### config.mk
export PLATFORM = sky130hd
export DESIGN_NAME = lrf_plot
export DESIGN_NICKNAME = d
export VERILOG_FILES = /design/src/rtl/core/lrf_pkg.sv /design/src/rtl/core/lrf_plot.sv
export SDC_FILE = /design/constraint.sdc
export NUM_CORES = 1
export LEC_CHECK = 0
export BUFFER_PORTS_ARGS = -buffer_cell sky130_fd_sc_hd__buf_4
export CORE_ASPECT_RATIO = 1.2
export CORE_MARGIN = 10
export CORE_UTILIZATION = 44
export CTS_CLUSTER_DIAMETER = 60
export DETAILED_ROUTE_END_ITERATION = 6
export PLACE_DENSITY_LB_ADDON = 0.08
export SETUP_SLACK_MARGIN = 0.15
export SYNTH_ARGS = -nofsm -noshare
export SYNTH_HDL_FRONTEND = slang
export SYNTH_SLANG_ARGS = --single-unit
### constraint.sdc
create_clock -name clk -period 1.4 [get_ports clk]
set_input_delay 0.28 -clock clk [delete_from_list [all_inputs] [get_ports clk]]
set_output_delay 0.28 -clock clk [all_outputs]
set_load 0.01 [all_outputs]
### src/rtl/core/lrf_pkg.sv
`timescale 1ns / 1ps
`default_nettype none

package lrf_pkg;

	localparam int SCREEN_WIDTH_DEF  = 128;
	localparam int SCREEN_HEIGHT_DEF = 128;
	localparam int STORE_DEPTH       = 2048;
	localparam int ADDR_W            = 11;
	localparam int COORD_W           = 16;
	localparam int CNT_W             = 17;

	typedef logic [ADDR_W-1:0] addr_t;
	typedef logic signed [COORD_W-1:0] coord_t;

	localparam logic [1:0] OP_DRAW  = 2'd0;
	localparam logic [1:0] OP_READ  = 2'd1;
	localparam logic [1:0] OP_CLEAR = 2'd2;

	typedef struct packed {
		logic   valid;
		coord_t x;
		coord_t y;
	} pix_t;

	typedef struct packed {
		addr_t      rd_addr;
		logic       we;
		addr_t      wr_addr;
		logic [7:0] wr_data;
	} ram_req_t;

endpackage

`default_nettype wire

### src/rtl/core/lrf_plot.sv
`timescale 1ns / 1ps
`default_nettype none

module lrf_plot #(
	parameter int SCREEN_WIDTH  = lrf_pkg::SCREEN_WIDTH_DEF,
	parameter int SCREEN_HEIGHT = lrf_pkg::SCREEN_HEIGHT_DEF
) (
	input  wire logic                        clk,
	input  wire logic                        arst_n,
	input  wire logic                        start,
	input  wire lrf_pkg::pix_t               pix,
	input  wire logic [7:0]                  rd_data,
	output lrf_pkg::ram_req_t                req,
	output logic [lrf_pkg::CNT_W-1:0]        count,
	output logic                             busy
);

	localparam int XW  = $clog2(SCREEN_WIDTH);
	localparam int YW  = (SCREEN_HEIGHT > 1) ? $clog2(SCREEN_HEIGHT) : 1;
	localparam int LW  = XW + YW;
	localparam int LIM = lrf_pkg::STORE_DEPTH * 8;

	typedef logic [LW-1:0] lin_t;

	logic            in_view;
	logic            v_s1, v_s2;
	logic [XW-1:0]   x_s1;
	lin_t            prod_s1;
	lin_t            lin;
	logic            idx_ok, hit;
	lrf_pkg::addr_t  addr_s2;
	logic [7:0]      mask_s2;
	logic            fwd_v_q;
	lrf_pkg::addr_t  fwd_addr_q;
	logic [7:0]      fwd_data_q;
	logic [7:0]      base;
	logic [lrf_pkg::CNT_W-1:0] count_q;

	assign in_view = !pix.x[15] && !pix.y[15]
		&& ({1'b0, pix.x[14:0]} < 16'(SCREEN_WIDTH))
		&& ({1'b0, pix.y[14:0]} < 16'(SCREEN_HEIGHT));

	assign lin    = prod_s1 + lin_t'(x_s1);
	assign idx_ok = 32'(lin) < LIM;
	assign hit    = v_s1 && idx_ok;
	assign base   = (fwd_v_q && fwd_addr_q == addr_s2) ? fwd_data_q : rd_data;

	always_ff @(posedge clk or negedge arst_n) begin
		if (!arst_n) begin
			v_s1    <= 1'b0;
			v_s2    <= 1'b0;
			fwd_v_q <= 1'b0;
			count_q <= '0;
		end else begin
			v_s1 <= pix.valid && in_view;
			v_s2 <= hit;
			if (start) begin
				fwd_v_q <= 1'b0;
				count_q <= '0;
			end else begin
				if (v_s2) fwd_v_q <= 1'b1;
				if (hit) count_q <= count_q + 1'b1;
			end
		end
	end

	always_ff @(posedge clk) begin
		x_s1    <= pix.x[XW-1:0];
		prod_s1 <= lin_t'(pix.y[YW-1:0] * SCREEN_WIDTH);
		addr_s2 <= lrf_pkg::addr_t'(lin >> 3);
		mask_s2 <= 8'd1 << x_s1[2:0];
		if (v_s2) begin
			fwd_addr_q <= addr_s2;
			fwd_data_q <= base | mask_s2;
		end
	end

	assign req.rd_addr = lrf_pkg::addr_t'(lin >> 3);
	assign req.we      = v_s2;
	assign req.wr_addr = addr_s2;
	assign req.wr_data = base | mask_s2;
	assign count       = count_q;
	assign busy        = v_s1 || v_s2;

endmodule

`default_nettype wire

==> results of run 1 <==
==> sequential cells by signal, summed over array words and instances (netlist names), 7 cells and up <==
name        count
addr_s2        11
prod_s1         7
count          17
x_s1            7
fwd_data_q      8
fwd_addr_q     11
mask_s2         8
==> per-stage QoR <==
stage	TNS [ns]	utilization [%]	setup WS (ns)	power, mW
floorplan	-1.12	-	-0.0632	2.37
global placement	-3.42	62.3	-0.243	2.59
detailed placement	-3.90	62.3	-0.284	2.60
CTS	-8.45	77.3	-0.602	4.24
global route	-11.53	81.4	-0.843	4.43
finish	-9.85	81.4	-0.761	4.25
==> layout by cell type (no fill, tap or decap), types with 4 or more instances in the layout <==
| cell | n |
|---|---|
| a41oi_1 | 5 |
| buf_4 | 100 |
| buf_6 | 79 |
| clkbuf_8 | 9 |
| dfrtp_1 | 9 |
| dfrtp_2 | 11 |
| dfxtp_1 | 22 |
| dfxtp_2 | 11 |
| edfxtp_1 | 19 |
| nand2_1 | 7 |
| nand2_2 | 7 |
| nand4_1 | 6 |
| nor2_1 | 17 |
| nor4_1 | 4 |
| o31ai_4 | 7 |
| xnor2_1 | 10 |
| xnor2_2 | 7 |
| xor2_1 | 5 |
==> critical path: stages, from the launching register on <==
cell	delay, ns
edfxtp_1	0.41
xnor2_2	0.18
and4_2	0.32
a41oi_1	0.34
nand2_2	0.14
buf_6	0.15
==> routing by layer <==
metal	GRT usage [%]	vias up
met5	0	-
met4	6.05	0
met3	6.32	12
met2	27.2	81
met1	15.3	1132
li1	-	1117
==> worst paths after layout <==
kind / startpoint / to / cells past startpoint
worst min-delay path: pix[6] / prod_s1[13]$_DFF_P_ / 1
worst max register to register: fwd_addr_q[3]$_DFFE_PP_ / fwd_data_q[2]$_DFFE_PP_ / 9
max in group asynchronous: arst_n / count[1]$_DFFE_PN0P_ / 2
worst max-delay path: fwd_addr_q[3]$_DFFE_PP_ / req[0] / 5
min in group asynchronous: arst_n / count[8]$_DFFE_PN0P_ / 2
worst min register to register: x_s1[4]$_DFF_P_ / addr_s2[1]$_DFF_P_ / 0
==> power breakdown <==
group	internal [mW]	switching, mW	total (mW)
combinational	0.297	0.174	0.470
clock	0.814	0.737	1.55
sequential	2.19	0.0344	2.23
total	3.30	0.945	4.25
==> timing repair <==
item | CTS | global route
gates cloned | 1 | 0
endpoints found under the setup margin | 41 | 50
hold buffers | 1 | 0
buffers inserted | 37 | 10
endpoints found under the hold margin | 20 | 0
pin swaps | 29 | 31
gates resized for setup | 92 | 39
==> layout make-up <==
type | count | area (sq um) | area share [%]
flip-flops and latches | 72 | 1760 | 35.9
multi-input cells | 123 | 1140 | 23.4
clock inverters | 6 | 60.1 | 1.23
clock buffers | 10 | 128 | 2.61
well taps | 82 | 103 | 2.10
repair buffers | 182 | 1700 | 34.8
==> logic make-up after synthesis <==
logic type | synth area share, %
compound gates | 6.71
xor+xnor | 7.13
fa+ha+maj | 0.463
buf+inv | 4.21
flops | 64.0
mux | 1.48
simple gates | 16.0
==> metrics.yaml, run 1 <==
pwr:
  p_leak_nw: 2.16
  ir_drop_uv: 819
  power_density_nw_per_um2: 868
routing:
  wl_met3_um: 608
  vias: 2342
  dr_wl_met2_mm: 4.49
  drt_iter0_drc: 85
  wire_per_inst_um: 17.0
  dr.pass1.iters: 4
  route.antenna.remaining_nets: 0
  viasPerCell: 4.93
  wl_met1_mm: 2.89
  routed_wl_mm: 8.07
  top_layer: "met4"
  post-route-drc-count: 0
synthesis:
  ys_ff_latch: 72
  syn_nets: 258
  synth_top_area_share_pct: 24.4
  synth-edff-count: 19
  synthCells: 213
  synthDistinctLibCells: 37
  ys_warn_count: 0
  avgSynthCellArea_sq_um: 12.7
  ys_seq_area_share_pct: 64.0
  synth_common_cells: "dfxtp_1 (33), dfrtp_1 (20), edfxtp_1 (19), nor2_1 (17), xnor2_1 (17)"
  ys.flop_type: "dfxtp_1"
  synthArstFlopShare_pct: 27.8
  synthTopCellsByArea: "dfxtp_1 (24%), edfxtp_1 (21%), dfrtp_1 (19%), xnor2_1 (5.5%), buf_4 (3.3%)"
  synth_top_cell_by_area: "dfxtp_1"
  yosysMostFrequentCell: "dfxtp_1"
  syn_area_sq_um: 2700
global_routing:
  grt_usage_pct: 15.2
  grt_overflow: 0
  grt_pass1_wl_mm: 12.0
  antenna_found_initial: 0
  grt_max_degree: 21
  grt_pass1_vias: 2493
floorplan:
  coreArea_sq_um: 6010
  rows: 31
  initial_core_util_pct: 45.0
  die_h_um: 106
  die-area_sq_um: 9690
  pin_count: 93
  die_w_um: 91.6
final_layout:
  final_cells: 475
  stdcell_area_sq_um: 4900
  final_nets: 433
  antenna_cells: 0
  n_fill_cell: 340
  syn_to_final_growth_pct: 81.1
  drive_gt1_share_pct: 66.4
timing:
  setup_viol: 25
  fmax_mhz: 463
  period_minus_slack_ns: 2.16
  finalCritPeriodShare_pct: 154
  hold_violations: 0
  relSlewSlack_pct: 79.6
  whs_ns: 0.0408
  setup_ws_ns: -0.761
  clock_skew_ns: 0.00710
  tightest_slew_ns: 0.301
  slew_viol_final: 0
  rsz0062_at_grt: "yes"
clock_tree:
  cts_root_buffer: "clkbuf_8"
  clk_path_buf_depth: 2
  htreeDepth: 3
  cts_tree: "done"
  cts_sinks: 72
  cts-buffers-inserted: 9
  clkTransAtPathRegs_ns: 0.08
  clock_latency_ns: 0.33
job:
  cap_violations: 0
placement:
  dp_hpwl_mm: 4.94
  io_buffers: 92
  placed_cell_area_sq_um: 3750
  routabilityCongestion: 0.734
  placed_cells: 410
outcome:
  violations: "setup timing"
  status: "finished, violations left"
worst_setup_path:
  r2r_slack_ns: -0.61
  cp_max_fo: 8
  crit_type: "register to output pin"
  cp-end-kind: "output pin"
  crit_arrival_ns: 1.88
  crit_required_ns: 1.12
  cp-start-kind: "register"
hold_path:
  hold_path.class: "input port to register"
Note: power is estimated with default switching activity, not from simulation.
==> run 2: changes to the inputs <==
==> constraint.sdc (replaced) <==
create_clock -name clk -period 1.4 [get_ports clk]
set_input_delay 0.35 -clock clk [delete_from_list [all_inputs] [get_ports clk]]
set_output_delay 0.35 -clock clk [all_outputs]
set_load 0.01 [all_outputs]
==> metrics.yaml, run 2 (synthesized netlist as in run 1, its figures left out) <==
outcome:
  status: "finished, violations left"
  violations: "setup timing"
clock_tree:
  cts-buffers-inserted: 9  # unchanged
  cts_sinks: 72  # unchanged
  cts_tree: "done"
  clk_path_buf_depth: 2  # unchanged
  htreeDepth: 3  # unchanged
  clkTransAtPathRegs_ns: 0.08  # about the same
  cts_root_buffer: "clkbuf_8"
  clock_latency_ns: 0.36  # +0.03 ns
worst_setup_path:
  cp_num_cells: 5  # unchanged
  slowest_stage: "edfxtp_1"
  r2r-end: "fwd_data_q[1]$_DFFE_PP_"
  cp-start-kind: "register"
  reg2reg_from: "fwd_addr_q[6]$_DFFE_PP_"
  cp-end-kind: "output pin"
  endpoint: "req[1]"
  cp_top_family: "simple AND/OR/NAND/NOR gates"
  reg2reg_depth: 9  # unchanged
  crit_arrival_ns: 1.84  # -0.04 ns
  cp_cell_sequence: "xnor2_2, and4_2, a41oi_1, nand2_2, buf_6"
  critical_path.startpoint: "fwd_addr_q[5]$_DFFE_PP_"
  crit_required_ns: 1.05  # -0.07 ns
  cp_max_fo: 8  # unchanged
  r2r_slack_ns: -0.70  # -0.09 ns
  crit_type: "register to output pin"
  crit_buf_inv: 1  # unchanged
  cp_slowest_stage_delay_ns: 0.42  # about the same
floorplan:
  rows: 31  # unchanged
  die_w_um: 91.6  # unchanged
  coreArea_sq_um: 6010  # unchanged
  die-area_sq_um: 9690  # unchanged
  initial_core_util_pct: 45.0  # unchanged
  pin_count: 93  # unchanged
  die_h_um: 106  # unchanged
timing:
  tightest_slew_ns: 0.343  # +0.0418 ns
  period_minus_slack_ns: 2.19  # +0.0322 ns
  setup_ws_ns: -0.793  # -0.0322 ns
  fmax_mhz: 456  # -1.5%
  slew_viol_final: 0  # unchanged
  hold_violations: 0  # unchanged
  whs_ns: 0.0854  # +0.0445 ns
  rsz0062_at_grt: "yes"
  setup_viol: 29  # +16%
  finalCritPeriodShare_pct: 157  # +2.3 points
  relSlewSlack_pct: 76.8  # -2.8 points
  clock_skew_ns: 0.0105  # +0.00337 ns
pwr:
  p_leak_nw: 2.32  # +7.2%
  finalPower_mw: 4.98  # +17%
  power_density_nw_per_um2: 949  # +9.3%
  ir_drop_uv: 819  # about the same
hold_path:
  hold_depth: 1  # unchanged
  worstHoldStart: "pix[2]"
  hold_path.class: "input port to register"
routing:
  wl_met1_mm: 3.66  # +27%
  top_layer: "met4"
  dr.pass1.iters: 5  # +1
  post-route-drc-count: 0  # unchanged
  wire_per_inst_um: 19.9  # +17%
  dr_wl_met2_mm: 5.38  # +20%
  vias: 2497  # +6.6%
  wl_met3_um: 576  # -5.3%
  routed_wl_mm: 9.75  # +21%
  viasPerCell: 5.11  # +3.6%
  drt_iter0_drc: 60  # -29%
  route.antenna.remaining_nets: 0  # unchanged
final_layout:
  final_cells: 489  # +2.9%
  largest_reg_flops: 17  # unchanged
  n_fill_cell: 272  # -20%
  drive_gt1_share_pct: 70.0  # +3.6 points
  antenna_cells: 0  # unchanged
  most-common-layout-cells: "buf_6 (103), buf_4 (90), dfxtp_1 (22)"
  final_nets: 447  # +3.2%
  syn_to_final_growth_pct: 94.2
  final_common_cell: "buf_6"
placement:
  placed_cells: 412  # +0.49%
  routabilityCongestion: 0.748  # +1.9%
  io_buffers: 92  # unchanged
  dp_hpwl_mm: 4.83  # -2.4%
global_routing:
  grt_max_degree: 21  # unchanged
  grt_overflow: 0  # unchanged
  grt_pass1_vias: 2554  # +2.4%
  antenna_found_initial: 0  # unchanged
  grt_usage_pct: 16.3  # +1.1 points
  grt_pass1_wl_mm: 12.6  # +5.0%
job:
  cap_violations: 0  # unchanged
## run 2: cell count changes in the layout (fill, tap and decap cells not counted), sizes merged
cell / delta
buf: +14
clkinv: -3
clkinvlp: -1
bufinv: +3
clkbuf: +1
## run 2: routing by layer
layer  track usage (%)  up-vias
met1              16.3     1257
met5                 0        -
met4              7.85        0
met3              6.32       11
li1                  -     1145
met2              28.9       84
## run 2: worst min path at each step
stage	end	slack, ns
floorplan	count[0]$_DFFE_PN0P_	0.05
global placement	count[8]$_DFFE_PN0P_	0.25
detailed placement	count[8]$_DFFE_PN0P_	0.25
CTS	prod_s1[9]$_DFF_P_	0.08
global route	prod_s1[9]$_DFF_P_	0.07
finish	prod_s1[9]$_DFF_P_	0.09
## run 2: final cells by class
| class | count | area, sq um | area share, % |
|---|---|---|---|
| multi-input cells | 123 | 1210 | 23.1 |
| clock buffers | 11 | 141 | 2.69 |
| clock inverters | 5 | 129 | 2.45 |
| well taps | 82 | 103 | 1.95 |
| repair buffers | 196 | 1900 | 36.1 |
| flip-flops and latches | 72 | 1770 | 33.7 |
## run 2: through the flow
step	util, %	area (sq um)	setup TNS [ns]	setup slack, ns
floorplan	-	2770	-1.73	-0.127
global placement	62.6	3770	-3.96	-0.320
detailed placement	62.6	3770	-4.57	-0.369
CTS	81.0	4870	-9.24	-0.692
global route	87.3	5250	-14.62	-0.885
finish	87.3	5250	-12.37	-0.793
## run 2: where the power goes
part | switching [mW] | internal, mW | leakage (nW) | total (mW)
Sequential | 0.0423 | 2.19 | 0.711 | 2.23
Combinational | 0.192 | 0.331 | 1.47 | 0.523
Clock | 0.811 | 1.42 | 0.134 | 2.23
## run 2: worst reg2reg max path, stage by stage, from the launching register on
cell	delay (ns)
edfxtp_1	0.42
xnor2_2	0.15
and4_2	0.33
a41oi_1	0.30
nand2_2	0.12
buf_6	0.13
buf_6	0.10
buf_6	0.10
buf_6	0.11
buf_6	0.10
## run 2: what timing repair did
action / 4_1_cts / 5_1_grt
cloned: 1 / 0
pin swaps: 28 / 45
setup buffers: 43 / 16
hold endpoints to repair: 20 / 0
resized for setup: 123 / 52
hold buffers: 1 / 0
endpoints found under the setup margin: 56 / 59
