$ cat config.mk
export PLATFORM = sky130hd
export DESIGN_NAME = lrf_bres
export DESIGN_NICKNAME = d
export VERILOG_FILES = /design/src/rtl/core/lrf_pkg.sv /design/src/rtl/core/lrf_bres.sv
export SDC_FILE = /design/constraint.sdc
export NUM_CORES = 1
export LEC_CHECK = 0
export BUFFER_PORTS_ARGS = -buffer_cell sky130_fd_sc_hd__buf_2
export CORE_MARGIN = 1.5
export CORE_UTILIZATION = 35
export DETAILED_ROUTE_END_ITERATION = 10
export PLACE_DENSITY_LB_ADDON = 0.05
export SLEW_MARGIN = 20
export SYNTH_ARGS = -nofsm -noshare
export SYNTH_HDL_FRONTEND = slang
export SYNTH_SLANG_ARGS = --single-unit
$ cat constraint.sdc
create_clock -name clk -period 8.6 [get_ports clk]
set_input_delay 0.86 -clock clk [delete_from_list [all_inputs] [get_ports clk]]
set_output_delay 0.86 -clock clk [all_outputs]
set_load 0.01 [all_outputs]
$ cat src/rtl/core/lrf_pkg.sv
`timescale 1ns / 1ps
`default_nettype none

package lrf_pkg;

	localparam int SCREEN_WIDTH_DEF  = 128;
	localparam int SCREEN_HEIGHT_DEF = 128;
	localparam int STORE_DEPTH       = 2048;
	localparam int ADDR_W            = 11;
	localparam int COORD_W           = 16;
	localparam int CNT_W             = 17;

	typedef logic [ADDR_W-1:0] addr_t;
	typedef logic signed [COORD_W-1:0] coord_t;

	localparam logic [1:0] OP_DRAW  = 2'd0;
	localparam logic [1:0] OP_READ  = 2'd1;
	localparam logic [1:0] OP_CLEAR = 2'd2;

	typedef struct packed {
		logic   valid;
		coord_t x;
		coord_t y;
	} pix_t;

	typedef struct packed {
		addr_t      rd_addr;
		logic       we;
		addr_t      wr_addr;
		logic [7:0] wr_data;
	} ram_req_t;

endpackage

`default_nettype wire

$ cat src/rtl/core/lrf_bres.sv
`timescale 1ns / 1ps
`default_nettype none

module lrf_bres (
	input  wire logic           clk,
	input  wire logic           arst_n,
	input  wire logic           start,
	input  wire lrf_pkg::coord_t x0,
	input  wire lrf_pkg::coord_t y0,
	input  wire lrf_pkg::coord_t x1,
	input  wire lrf_pkg::coord_t y1,
	output lrf_pkg::pix_t       pix,
	output logic                busy
);

	localparam logic [2:0] S_IDLE  = 3'd0;
	localparam logic [2:0] S_STEEP = 3'd1;
	localparam logic [2:0] S_SWAP  = 3'd2;
	localparam logic [2:0] S_DELTA = 3'd3;
	localparam logic [2:0] S_PREP  = 3'd4;
	localparam logic [2:0] S_RUN   = 3'd5;

	logic [2:0] state_q;
	lrf_pkg::coord_t ax_q, ay_q, bx_q, by_q;
	lrf_pkg::coord_t maj_q, mnr_q, end_maj_q, end_mnr_q;
	logic steep_q, step_neg_q;
	logic [15:0] dx_q, dy_q, dxmdy_q, cnt_q;
	logic signed [17:0] err_q;

	logic signed [16:0] ddx, ddy, dmaj, dmnr;
	logic [16:0] adx, ady;
	logic [15:0] dx_w, dy_w;
	lrf_pkg::coord_t ma, mi, mb, nb;
	logic signed [17:0] e1, e2;

	always_comb begin
		ddx  = $signed({bx_q[15], bx_q}) - $signed({ax_q[15], ax_q});
		ddy  = $signed({by_q[15], by_q}) - $signed({ay_q[15], ay_q});
		adx  = ddx[16] ? 17'(-ddx) : 17'(ddx);
		ady  = ddy[16] ? 17'(-ddy) : 17'(ddy);
		ma   = steep_q ? ay_q : ax_q;
		mi   = steep_q ? ax_q : ay_q;
		mb   = steep_q ? by_q : bx_q;
		nb   = steep_q ? bx_q : by_q;
		dmaj = $signed({end_maj_q[15], end_maj_q}) - $signed({maj_q[15], maj_q});
		dmnr = $signed({end_mnr_q[15], end_mnr_q}) - $signed({mnr_q[15], mnr_q});
		dx_w = dmaj[15:0];
		dy_w = dmnr[16] ? 16'(-dmnr) : dmnr[15:0];
		e1   = err_q - $signed({2'b00, dy_q});
		e2   = err_q + $signed({2'b00, dxmdy_q});
	end

	always_ff @(posedge clk or negedge arst_n) begin
		if (!arst_n) begin
			state_q <= S_IDLE;
		end else begin
			case (state_q)
				S_IDLE:  if (start) state_q <= S_STEEP;
				S_STEEP: state_q <= S_SWAP;
				S_SWAP:  state_q <= S_DELTA;
				S_DELTA: state_q <= S_PREP;
				S_PREP:  state_q <= S_RUN;
				S_RUN:   if (cnt_q == '0) state_q <= S_IDLE;
				default: state_q <= S_IDLE;
			endcase
		end
	end

	always_ff @(posedge clk) begin
		case (state_q)
			S_IDLE: begin
				ax_q <= x0;
				ay_q <= y0;
				bx_q <= x1;
				by_q <= y1;
			end
			S_STEEP: steep_q <= ady > adx;
			S_SWAP: begin
				if (ma > mb) begin
					maj_q     <= mb;
					mnr_q     <= nb;
					end_maj_q <= ma;
					end_mnr_q <= mi;
				end else begin
					maj_q     <= ma;
					mnr_q     <= mi;
					end_maj_q <= mb;
					end_mnr_q <= nb;
				end
			end
			S_DELTA: begin
				dx_q       <= dx_w;
				dy_q       <= dy_w;
				cnt_q      <= dx_w;
				err_q      <= $signed({3'b000, dx_w[15:1]});
				step_neg_q <= !(mnr_q < end_mnr_q);
			end
			S_PREP: dxmdy_q <= dx_q - dy_q;
			S_RUN: begin
				maj_q <= maj_q + 16'sd1;
				cnt_q <= cnt_q - 16'd1;
				if (e1[17]) begin
					err_q <= e2;
					mnr_q <= step_neg_q ? mnr_q - 16'sd1 : mnr_q + 16'sd1;
				end else begin
					err_q <= e1;
				end
			end
			default: ;
		endcase
	end

	assign pix.valid = state_q == S_RUN;
	assign pix.x     = steep_q ? mnr_q : maj_q;
	assign pix.y     = steep_q ? maj_q : mnr_q;
	assign busy      = state_q != S_IDLE;

endmodule

`default_nettype wire

==> results by group, run 1 <==
Status
  • Status: finished, final reports clean

Final layout
  • Layout net count: about 2100
  • Synthesis-to-layout area growth: 12.6%
  • Share of cells above drive strength 1: around 12%
  • FF+latch area: between 0.006 and 0.007 mm2
  • Design area: roughly 0.019 mm2
  • Area of the multi-input gates: 0.0100 mm2
  • # fillers: 4788

Global routing
  • M3 GR Usage: 1.71%
  • Largest net degree at the start of global routing: 79
  • Initial antenna violation count: 1
  • GRT Total Usage: about a fifth
  • First-pass GRT wire length: roughly 73000 um
  • Vias in the first global route: roughly 14000
  • Congestion Overflow GR: 0
  • Grt met1 use: 23.3%
  • GR Util met2: about a third
  • Busiest grt layer: met2

Clock network
  • Hold-fix buffers, CTS: 0
  • CTS root buf: clkbuf_16
  • CTS Buffer Depth: 3
  • Setup Buffers After CTS: 0
  • CTS H-tree depth: 1
  • CTS resizes: 0
  • CTS tree: yes
  • Reg clk slew, reported paths: ~60 ps
  • Worst-skew pair later-pin latency: 570 ps
  • Clock Sinks: 215
  • Num CTS Buffers: 29

STA
  • Slew Limit Fails: 0
  • Slew @ Worst Pin: about 1100 ps
  • Period minus WS final: between 5000 and 6000 ps
  • Hold Slack: between 80 and 90 ps
  • Setup_tns: 0 ps
  • Fin crit share: 62.5%
  • Relative slew slack: 26.0%
  • Final hold viol count: 0
  • Clock skew: between 20 and 25 ps
  • Final setup vio count: 0
  • RSZ-0062 raised after global routing: no
  • Setup ws final: 3220 ps
  • Highest clock rate: 0.186 GHz

Run
  • Max-cap violations: 0

Critical path
  • Crit-path most repeated cell: a21o_1
  • Data required, critical path: about 8900 ps
  • CP Launch Type: register
  • CP arrival: approximately 5700 ps
  • CP Capture Type: register
  • CP Cell Sequence: ha_1, fa_1, nor2b_1, o31ai_4, a211oi_1, o31ai_1, a21boi_1, o21ai_0, a31oi_1, nor2_1, xor2_1, ha_1, a21o_1, a21o_1, a211o_1, a21o_1, a21o_1, a21oi_1, o21ai_0, a221oi_1, nor2_1
  • Worst path max stage delay: around 650 ps
  • R2R depth: 21
  • Crit path max fanout: 8
  • Slowest CP cell: a31oi_1
  • Setup CP Type: reg -> reg

Floorplan
  • Die area: between 0.05 and 0.06 mm2
  • Die Wd: around 220 um
  • Core area: around 0.048 mm2
  • Die H: around 220 um
  • I/O pins: a little over 100
  • Cell Rows: 80
  • Initial Util: 35.7%

Place
  • Dpl hpwl: 37300 um
  • Placed Area: around 0.018 mm2
  • IO Port Bufs: 100
  • RD Place Congestion: 0.836
  • Placement Setup Slack: approximately 3200 ps

Hold path
  • Hold WC Path Type: in -> async

Power
  • Max VDD drop: 0.134 mV
  • Pwr Density: about 120 mW/mm2
  • Leakage power: just under 8 nW

Routing
  • Routed via count: ~13000
  • DR vias/cell: about 5.3
  • DRT Pass-1 Iters: 4
  • Detailed Route WL: 46800 um
  • Initial DRC count: just under 600
  • Routed Antenna Nets: 0
  • Wire per inst: 18.8 um
  • Drt drc: 0

Logic synthesis
  • Yosys Warn Count: 0
  • Top cells by area, synth: edfxtp_1 (37%), ha_1 (12%), xnor2_1 (5.6%), mux4_2 (4.2%), o21ai_0 (3.6%)
  • Synth area leader: edfxtp_1
  • Synthesized instance count: 1752
  • Syn Nets: 1990
  • Syn avg cell area: 9.80 um2
  • Async SR Flop Fraction: 1.40%
  • Mapped Area: about 0.017 mm2
  • Unique masters post-synth: 82
  • Dominant synthesized flop cell: edfxtp_1
  • Count of flip-flops with a built-in enable after synthesis: 212
  • Sequential fraction of the synthesis area: a little under two fifths
  • Top cell type's share of synthesized area: a little under two fifths
  • Post-synthesis register bit count: between 200 and 250
## power by group
group / internal (W) / total, W / switching [W]
clock: 0.000766 / 0.00123 / 0.000463
sequential: 0.00114 / 0.00114 / 0
combinational: 0.0000104 / 0.0000153 / 0.00000492
total: 0.00191 / 0.00238 / 0.000467
## final cells by class
type / instances / share of cell area, %
well taps: 615 / 3.98
multi-input cells: 1348 / 51.9
diodes: 1 / 0.0129
inverters: 144 / 2.80
clock buffers: 37 / 3.91
clock inverters: 15 / 1.07
repair buffers: 112 / 3.06
flip-flops and latches: 215 / 33.3
## synthesized netlist by cell type, drive strengths merged (8+ instances only)
cell type    n
mux4        32
nand2      134
nand3       24
xor2        55
o21ai      146
or3         27
and3        14
nand2b      21
o21a        25
a21oi      118
a31o         8
nor3        47
a211oi      17
clkbuf      35
nand4       14
a21o        32
o31a         8
xnor2      110
nor2b       21
edfxtp     212
o211ai      25
fa           8
or2         10
a31oi       17
mux2i       32
buf         10
nor2       133
ha         163
inv        144
## cell usage in the layout (no fill, tap or decap), types with 20 or more instances in the layout
cell type / synthesis / layout
a21o_1: 32 / 32
a21oi_1: 118 / 118
buf_2: 6 / 100
clkbuf_16: 0 / 29
edfxtp_1: 212 / 212
ha_1: 163 / 163
inv_1: 143 / 142
mux2i_1: 32 / 31
mux4_2: 32 / 32
nand2_1: 133 / 133
nand2b_1: 21 / 21
nand3_1: 24 / 24
nor2_1: 133 / 133
nor2b_1: 20 / 20
nor3_1: 46 / 46
o211ai_1: 23 / 23
o21a_1: 24 / 24
o21ai_0: 123 / 123
o21ai_1: 23 / 23
or3_1: 27 / 27
xnor2_1: 110 / 110
xor2_1: 55 / 55
## final timing paths
kind	from	to	slack (ps)
setup / recovery	ax_q[0]	steep_q	3220
hold / removal	arst_n	state_q[1]	90
setup reg to reg	ax_q[0]	steep_q	3220
hold reg to reg	cnt_q[15]	state_q[2]	590
max in group asynchronous	arst_n	state_q[2]	8410
min in group clk	x1[3]	bx_q[3]	460
## cells by family (layout without fill, tap and decap cells)
logic type	count (synthesis)	after routing	synth area share (%)
xor gates and xnor gates	165	165	8.42
adders and majority gates	171	171	12.8
muxes	68	68	6.32
DFF	215	215	37.5
other	0	1	0
buffers and inverters	189	308	4.20
and+or+nand+nor	485	485	13.8
AOI/OAI and AO/OA	459	459	17.0
## state kept, by name, indices dropped and copies added (netlist names)
register / flops
err_q: 18
ax_q: 16
ay_q: 16
bx_q: 16
by_q: 16
cnt_q: 16
dx_q: 16
dxmdy_q: 16
dy_q: 16
end_maj_q: 16
end_mnr_q: 16
maj_q: 16
mnr_q: 16
state_q: 3
steep_q: 1
step_neg_q: 1
## metal layers
| layer | part of all wire [%] | vias up |
|---|---|---|
| li1 | - | 6653 |
| met1 | 44 | 6249 |
| met2 | 51 | 198 |
| met3 | 2.6 | 58 |
| met4 | 2.5 | 0 |
| met5 | 0 | - |
## critical path, delay by kind of cell, from the launching register on
kind                       cells  cell delay [ps]
AOI/OAI and AO/OA             14             3110
adders and majority gates      3              950
and+or+nand+nor                3              440
DFF                            1              420
xor gates and xnor gates       1              180
## per-stage QoR
| step | utilization [%] | power [W] | cells |
|---|---|---|---|
| finish | 40.2 | 0.00238 | 2487 |
| global route | 40.2 | 0.00246 | 2486 |
| CTS | 40.2 | 0.00242 | 2486 |
| detailed placement | 38.2 | 0.00118 | 2434 |
| global placement | 38.2 | 0.00118 | 2434 |
| floorplan | - | 0.00116 | 1752 |
No activity file was read; power rests on OpenSTA's default activity.
==> run 2: changes to the inputs <==
==> constraint.sdc (replaced) <==
create_clock -name clk -period 4.9 [get_ports clk]
set_input_delay 0.49 -clock clk [delete_from_list [all_inputs] [get_ports clk]]
set_output_delay 0.49 -clock clk [all_outputs]
set_load 0.01 [all_outputs]
==> run 2 against run 1 <==
  * Final cell count grew 0.84%
  * Power grew 68%
  * Clock-buffer cell count shrank 1
  * Via count grew 0.76%
  * Routed wire length grew 1.9%
  * Global-route usage grew 0.30 points
  * Clock power grew 61%
  * Setup slack lost 2900 ps
  * Sequential power grew 75%
  * Register-to-register slack lost 2900 ps
  * Largest cell class unchanged
  * Highest routed layer is now met5
==> results by group, run 2 (synthesis gave the netlist of run 1 again) <==
Status
  • Status: finished, final reports clean

Global routing
  • Largest net degree at the start of global routing: 63 (-20%)
  • M3 GR Usage: 2.00% (+0.29 points)
  • Busiest grt layer: met2
  • Initial antenna violation count: 1 (unchanged)
  • GRT Total Usage: 19.0% (+0.30 points)
  • Congestion Overflow GR: 0 (unchanged)
  • First-pass GRT wire length: 74400 um (+1.5%)
  • GR Util met2: 34.9% (+0.53 points)
  • Vias in the first global route: 13700 (+1.0%)
  • Grt met1 use: 23.3% (+0.064 points)

Final layout
  • Most frequent cells in the layout: edfxtp_1 (212), ha_1 (162), inv_1 (142), nor2_1 (133), nand2_1 (133)
  • Synthesis-to-layout area growth: 13.5%
  • Share of cells above drive strength 1: 13.6% (+1.2 points)
  • Commonest non-fill, non-tap cell in the layout: edfxtp_1
  • Reg with most FFs: err_q
  • Max reg flops: 18 (unchanged)
  • ANT cells: 0 (-1)
  • Layout net count: 2112 (+1.1%)
  • Post-Layout Cell Count: 2508 (+0.84%)

STA
  • Clock skew: 15.9 ps (-4.14 ps)
  • RSZ-0062 raised after global routing: no
  • Period minus WS final: 4610 ps (-769 ps)
  • Relative slew slack: 32.6% (+6.6 points)
  • Final hold viol count: 0 (unchanged)
  • Slew @ Worst Pin: 1000 ps (-97.7 ps)
  • Final setup vio count: 0 (unchanged)
  • Setup_tns: 0 ps (unchanged)
  • Slew Limit Fails: 0 (unchanged)
  • Highest clock rate: 0.217 GHz (+17%)
  • Fin crit share: 94.0% (+32 points)

Critical path
  • Crit-path most repeated cell: a21o_1
  • CP arrival: 4920 ps (-770 ps)
  • Data required, critical path: 5210 ps (-3700 ps)
  • CP Launch Type: register
  • R2R depth: 21 (unchanged)
  • Slowest CP cell: edfxtp_1
  • CP Capture Type: register
  • Reg2Reg Setup Slack: 290 ps (-2930 ps)
  • FF-to-FF Start: ay_q[0]
  • Worst path max stage delay: 390 ps (-260 ps)
  • Crit path max fanout: 4 (-4)
  • Worst flop-to-flop path endpoint: steep_q
  • CP Cell Sequence: ha_1, fa_2, nor2b_4, o31a_4, o211a_4, o211ai_2, a311oi_2, nand2_1, a31oi_4, nor2_1, xnor2_1, ha_1, a21o_1, a21o_1, a211o_1, a21o_1, a21o_1, a21oi_1, o21ai_1, a221oi_2, nor2_1
  • Setup CP Type: reg -> reg

Routing
  • Detailed Route WL: 47700 um (+1.9%)
  • Initial DRC count: 605 (+4.0%)
  • Routed via count: 13300 (+0.76%)
  • DRT Pass-1 Iters: 5 (+1)
  • Routed Antenna Nets: 0 (unchanged)
  • Wire per inst: 19.0 um (+1.1%)
  • Drt drc: 0 (unchanged)
  • DR vias/cell: 5.29 (about the same)

Clock network
  • Num CTS Buffers: 29 (unchanged)
  • CTS tree: yes
  • Clock Sinks: 215 (unchanged)
  • Reg clk slew, reported paths: 60 ps (about the same)
  • CTS root buf: clkbuf_16
  • Worst-skew pair later-pin latency: 560 ps (about the same)
  • CTS H-tree depth: 1 (unchanged)
  • CTS Buffer Depth: 3 (unchanged)

Power
  • Leakage power: 7.91 nW (+0.95%)
  • Max VDD drop: 0.203 mV (+52%)
  • Pwr Density: 205 mW/mm2 (+67%)

Place
  • Placed Cells: 2455 (+0.86%)
  • RD Place Congestion: 0.869 (+3.9%)
  • Dpl hpwl: 38400 um (+3.0%)
  • IO Port Bufs: 100 (unchanged)

Floorplan
  • Initial Util: 35.7% (unchanged)
  • Core area: 0.0480 mm2 (unchanged)
  • I/O pins: 101 (unchanged)
  • Die H: 224 um (unchanged)
  • Cell Rows: 80 (unchanged)
  • Die Wd: 224 um (unchanged)
  • Die area: 0.0504 mm2 (unchanged)

Run
  • Max-cap violations: 0 (unchanged)

Hold path
  • Hold WC Path Type: in -> reg
  • Worst hold stages: 1
  • Hold_sp: y0[8]
  • WHS Endpoint: ay_q[8]
run 2: cell types whose count changed in the layout (fill, tap and decap cells not counted), sizes merged:
cell         change
buf             +23
bufinv           -3
clkbuf           -1
clkinv           +3
diode            -1
dlygate4sd3      +1
inv              -1
run 2: critical path: cells and delay by family, from the launching register on:
family / cells / cell delay (ps)
xor+xnor: 1 / 130
compound gates: 13 / 2470
fa+ha+maj: 3 / 940
simple gates: 4 / 440
flops: 1 / 390
run 2: how the worst max path moves through the flow:
stage	start	endpoint	slack [ps]	cells after the start
after CTS	ay_q[0]	steep_q	20	21
after global routing	ax_q[0]	steep_q	30	22
final	ay_q[0]	steep_q	290	21
after floorplan	ay_q[0]	steep_q	160	21
after detailed placement	ay_q[0]	steep_q	10	21
after global placement	ay_q[0]	steep_q	130	21
run 2: what timing repair did:
item / in CTS / in global routing
hold buffers: 1 / 0
hold endpoints to repair: 3 / 0
gates resized for setup: 0 / 13
setup endpoints to repair: 0 / 1
buffers inserted: 0 / 2
run 2: layer usage:
layer	wire length [um]	vias to the layer above	share of wire, %
met4	1270	2	2.7
met5	10	-	0.021
met2	24000	186	50
met1	21100	6307	44
li1	-	6704	-
met3	1340	59	2.8
run 2: cell type report:
class / instances / area, um2
repair buffers: 136 / 802
flip-flops and latches: 215 / 6440
multi-input cells: 1348 / 10100
well taps: 615 / 769
clock inverters: 14 / 113
inverters: 144 / 541
fillers: 4780 / 28600
clock buffers: 36 / 752
run 2: power breakdown:
part / switching, W / internal, W / leakage (nW)
sequential: 0 / 0.00200 / 2.03
clock: 0.000801 / 0.00117 / 0.420
combinational: 0.0000115 / 0.0000189 / 5.46
total: 0.000812 / 0.00319 / 7.91
run 2: metrics by stage:
| step | setup slack (ps) | instance area [um2] | hold slack (ps) | utilization, % | power, W |
|---|---|---|---|---|---|
| detailed placement | 11.5 | 18500 | 292 | 38.6 | 0.00207 |
| CTS | 20.6 | 19400 | 69.1 | 40.4 | 0.00408 |
| finish | 292 | 19500 | 101 | 40.6 | 0.00400 |
| floorplan | 156 | 17200 | 194 | - | 0.00204 |
| global route | 30.1 | 19500 | 81.6 | 40.6 | 0.00414 |
| global placement | 126 | 18500 | 291 | 38.6 | 0.00207 |
==> run 3: changes to the inputs <==
==> constraint.sdc (replaced) <==
create_clock -name clk -period 5.53 [get_ports clk]
set_input_delay 0.553 -clock clk [delete_from_list [all_inputs] [get_ports clk]]
set_output_delay 0.553 -clock clk [all_outputs]
set_load 0.01 [all_outputs]
==> run 3 against run 2 <==
  * Power down 11%
  * Clock skew up 4.7 ps
  * Clock-buffer cell count down 4
  * Critical path type unchanged
  * Die area unchanged
  * Final area down 0.60%
  * Highest routed layer is now met4
  * Setup slack better by 300 ps
  * Via count unchanged
  * Sequential cell count unchanged
==> results by group, run 3 (synthesis gave the netlist of run 1 again) <==
Status
  • Status: finished, final reports clean

Place
  • Placed Cells: 2450 (-0.20%)
  • Dpl hpwl: 38300 um (-0.46%)
  • RD Place Congestion: 0.853 (-1.8%)
  • IO Port Bufs: 100 (unchanged)

Hold path
  • Hold WC Path Type: in -> reg
  • Worst hold stages: 1 (unchanged)
  • Hold_sp: x0[3]
  • WHS Endpoint: ax_q[3]

Critical path
  • Top Family by Delay on Critical Path: compound AO/OA/AOI/OAI gates
  • Slowest CP cell: edfxtp_1
  • Worst flop-to-flop path endpoint: steep_q
  • Setup CP Type: reg -> reg
  • CP Capture Type: register
  • Crit-path most repeated cell: a21o_1
  • CP Launch Type: register
  • CP arrival: 5250 ps (+330 ps)
  • CP Cell Sequence: ha_1, fa_1, nor2b_4, o31a_4, o211a_1, o211ai_2, a311oi_1, nand2_1, a31oi_1, nor2_1, xnor2_1, ha_1, a21o_1, a21o_1, a211o_1, a21o_1, a21o_1, a21oi_1, o21ai_0, a221oi_1, nor2_1
  • R2R depth: 21 (unchanged)
  • Crit path max fanout: 4 (unchanged)
  • Worst path max stage delay: 440 ps (+50 ps)
  • FF-to-FF Start: ay_q[0]
  • Reg2Reg Setup Slack: 590 ps (+300 ps)
  • WP buf/inv: 0 (unchanged)
  • Crit path from: ay_q[0]
  • Data required, critical path: 5840 ps (+630 ps)

Clock network
  • Reg clk slew, reported paths: 60 ps (about the same)
  • Worst-skew pair later-pin latency: 560 ps (about the same)
  • CTS Buffer Depth: 3 (unchanged)
  • CTS tree: yes
  • Setup Buffers After CTS: 0 (unchanged)
  • Clock Sinks: 215 (unchanged)
  • CTS H-tree depth: 1 (unchanged)
  • CTS root buf: clkbuf_16
  • Num CTS Buffers: 28 (-3.4%)

Global routing
  • GRT Total Usage: 19.1% (+0.15 points)
  • First-pass GRT wire length: 75200 um (+0.96%)
  • Initial antenna violation count: 0 (-1)
  • Congestion Overflow GR: 0 (unchanged)
  • Vias in the first global route: 13700 (-0.037%)
  • Largest net degree at the start of global routing: 65 (+3.2%)

Power
  • Leakage power: 7.88 nW (-0.37%)
  • Pwr Density: 183 mW/mm2 (-11%)
  • Max VDD drop: 0.200 mV (-1.7%)

Final layout
  • Most frequent cells in the layout: edfxtp_1 (212), ha_1 (163), inv_1 (142), nor2_1 (133), nand2_1 (133)
  • Post-Layout Cell Count: 2501 (-0.28%)
  • Reg with most FFs: err_q
  • Max reg flops: 18 (unchanged)
  • Share of cells above drive strength 1: 13.2% (-0.47 points)
  • Area of the multi-input gates: 0.0100 mm2 (-0.47%)
  • Commonest non-fill, non-tap cell in the layout: edfxtp_1
  • Synthesis-to-layout area growth: 12.8%
  • Layout net count: 2104 (-0.38%)
  • # fillers: 4757 (-0.48%)
  • FF+latch area: 0.00644 mm2 (unchanged)

STA
  • Setup_tns: 0 ps (unchanged)
  • Period minus WS final: 4940 ps (+331 ps)
  • Fin crit share: 89.3% (-4.7 points)
  • Clock skew: 20.6 ps (+4.68 ps)
  • Final hold viol count: 0 (unchanged)
  • RSZ-0062 raised after global routing: no
  • Relative slew slack: 30.0% (-2.6 points)
  • Hold Slack: 161 ps (+60.1 ps)
  • Slew Limit Fails: 0 (unchanged)
  • Final setup vio count: 0 (unchanged)
  • Highest clock rate: 0.202 GHz (-6.7%)
  • Slew @ Worst Pin: 1040 ps (+38.2 ps)

Routing
  • DRT Pass-1 Iters: 5 (unchanged)
  • DR vias/cell: 5.30 (+0.28%)
  • Routed via count: 13300 (unchanged)
  • Drt drc: 0 (unchanged)
  • Routed Antenna Nets: 0 (unchanged)
  • Detailed Route WL: 47700 um (about the same)
  • Initial DRC count: 630 (+4.1%)
  • Wire per inst: 19.1 um (+0.28%)

Floorplan
  • Die Wd: 224 um (unchanged)
  • Die area: 0.0504 mm2 (unchanged)
  • Cell Rows: 80 (unchanged)
  • Initial Util: 35.7% (unchanged)
  • Die H: 224 um (unchanged)
  • I/O pins: 101 (unchanged)
  • Core area: 0.0480 mm2 (unchanged)

Run
  • Max-cap violations: 0 (unchanged)
==> run 3: cell count changes in the layout (fill, tap and decap cells not counted), moves of 2 or more <==
cell / change
buf_4: -4
clkbuf_1: -4
clkinv_2: +3
buf_12: -2
clkinv_1: -2
o21ai_0: +2
o21ai_1: -2
==> run 3: cell type report <==
cell class / count / share of cell area, %
clock buffers: 32 / 3.80
inverters: 144 / 2.79
multi-input cells: 1348 / 51.7
well taps: 615 / 3.97
repair buffers: 129 / 3.72
diodes: 1 / 0.0129
clock inverters: 17 / 0.710
flip-flops and latches: 215 / 33.2
==> run 3: repair_timing <==
item	in CTS	in global routing
hold buffers	1	0
endpoints found under the hold margin	3	0
endpoints found under the setup margin	0	1
gates resized for setup	0	1
==> run 3: report_power, final <==
part           leakage, nW  switching [W]   total, W  internal [W]
clock                0.432       0.000713    0.00175       0.00104
combinational         5.42     0.00000853  0.0000252     0.0000166
sequential            2.03              0    0.00177       0.00177
==> run 3: layer usage <==
metal  track usage (%)  share of wire [%]  vias to the layer above  wire length [um]
met3              1.75                2.8                       60              1350
met4              5.43                2.6                        0              1240
met2              35.3                 51                      197             24300
li1                  -                  -                     6682                 -
met5                 0                  0                        -                 0
met1              23.7                 44                     6319             20900
==> run 3: how the worst max path moves through the flow <==
| stage | endpoint | slack (ps) | cells past startpoint |
|---|---|---|---|
| floorplan | steep_q | 790 | 21 |
| global placement | steep_q | 450 | 21 |
| detailed placement | steep_q | 360 | 21 |
| CTS | steep_q | 350 | 21 |
| global route | steep_q | 210 | 21 |
| finish | steep_q | 590 | 21 |
==> run 3: through the flow <==
stage          power, W  setup slack, ps  util, %  instance area (um2)
3_5_place_dp    0.00183              356     38.5                18500
3_3_place_gp    0.00183              450     38.5                18500
6_report        0.00355              591     40.3                19400
5_1_grt         0.00367              205     40.3                19400
4_1_cts         0.00361              349     40.3                19400
2_1_floorplan   0.00181              786        -                17200
==> run 3: worst reg2reg max path, cell delays in order (launching register included) <==
cell      delay, ps
edfxtp_1        440
ha_1            260
fa_1            440
nor2b_4         150
o31a_4          150
o211a_1         260
o211ai_2        110
a311oi_1        340
nand2_1         120
a31oi_1         320
nor2_1           90
xnor2_1         140
ha_1            340
a21o_1          180
a21o_1          160
a211o_1         290
a21o_1          180
a21o_1          170
a21oi_1         130
o21ai_0          90
a221oi_1        260
nor2_1           80
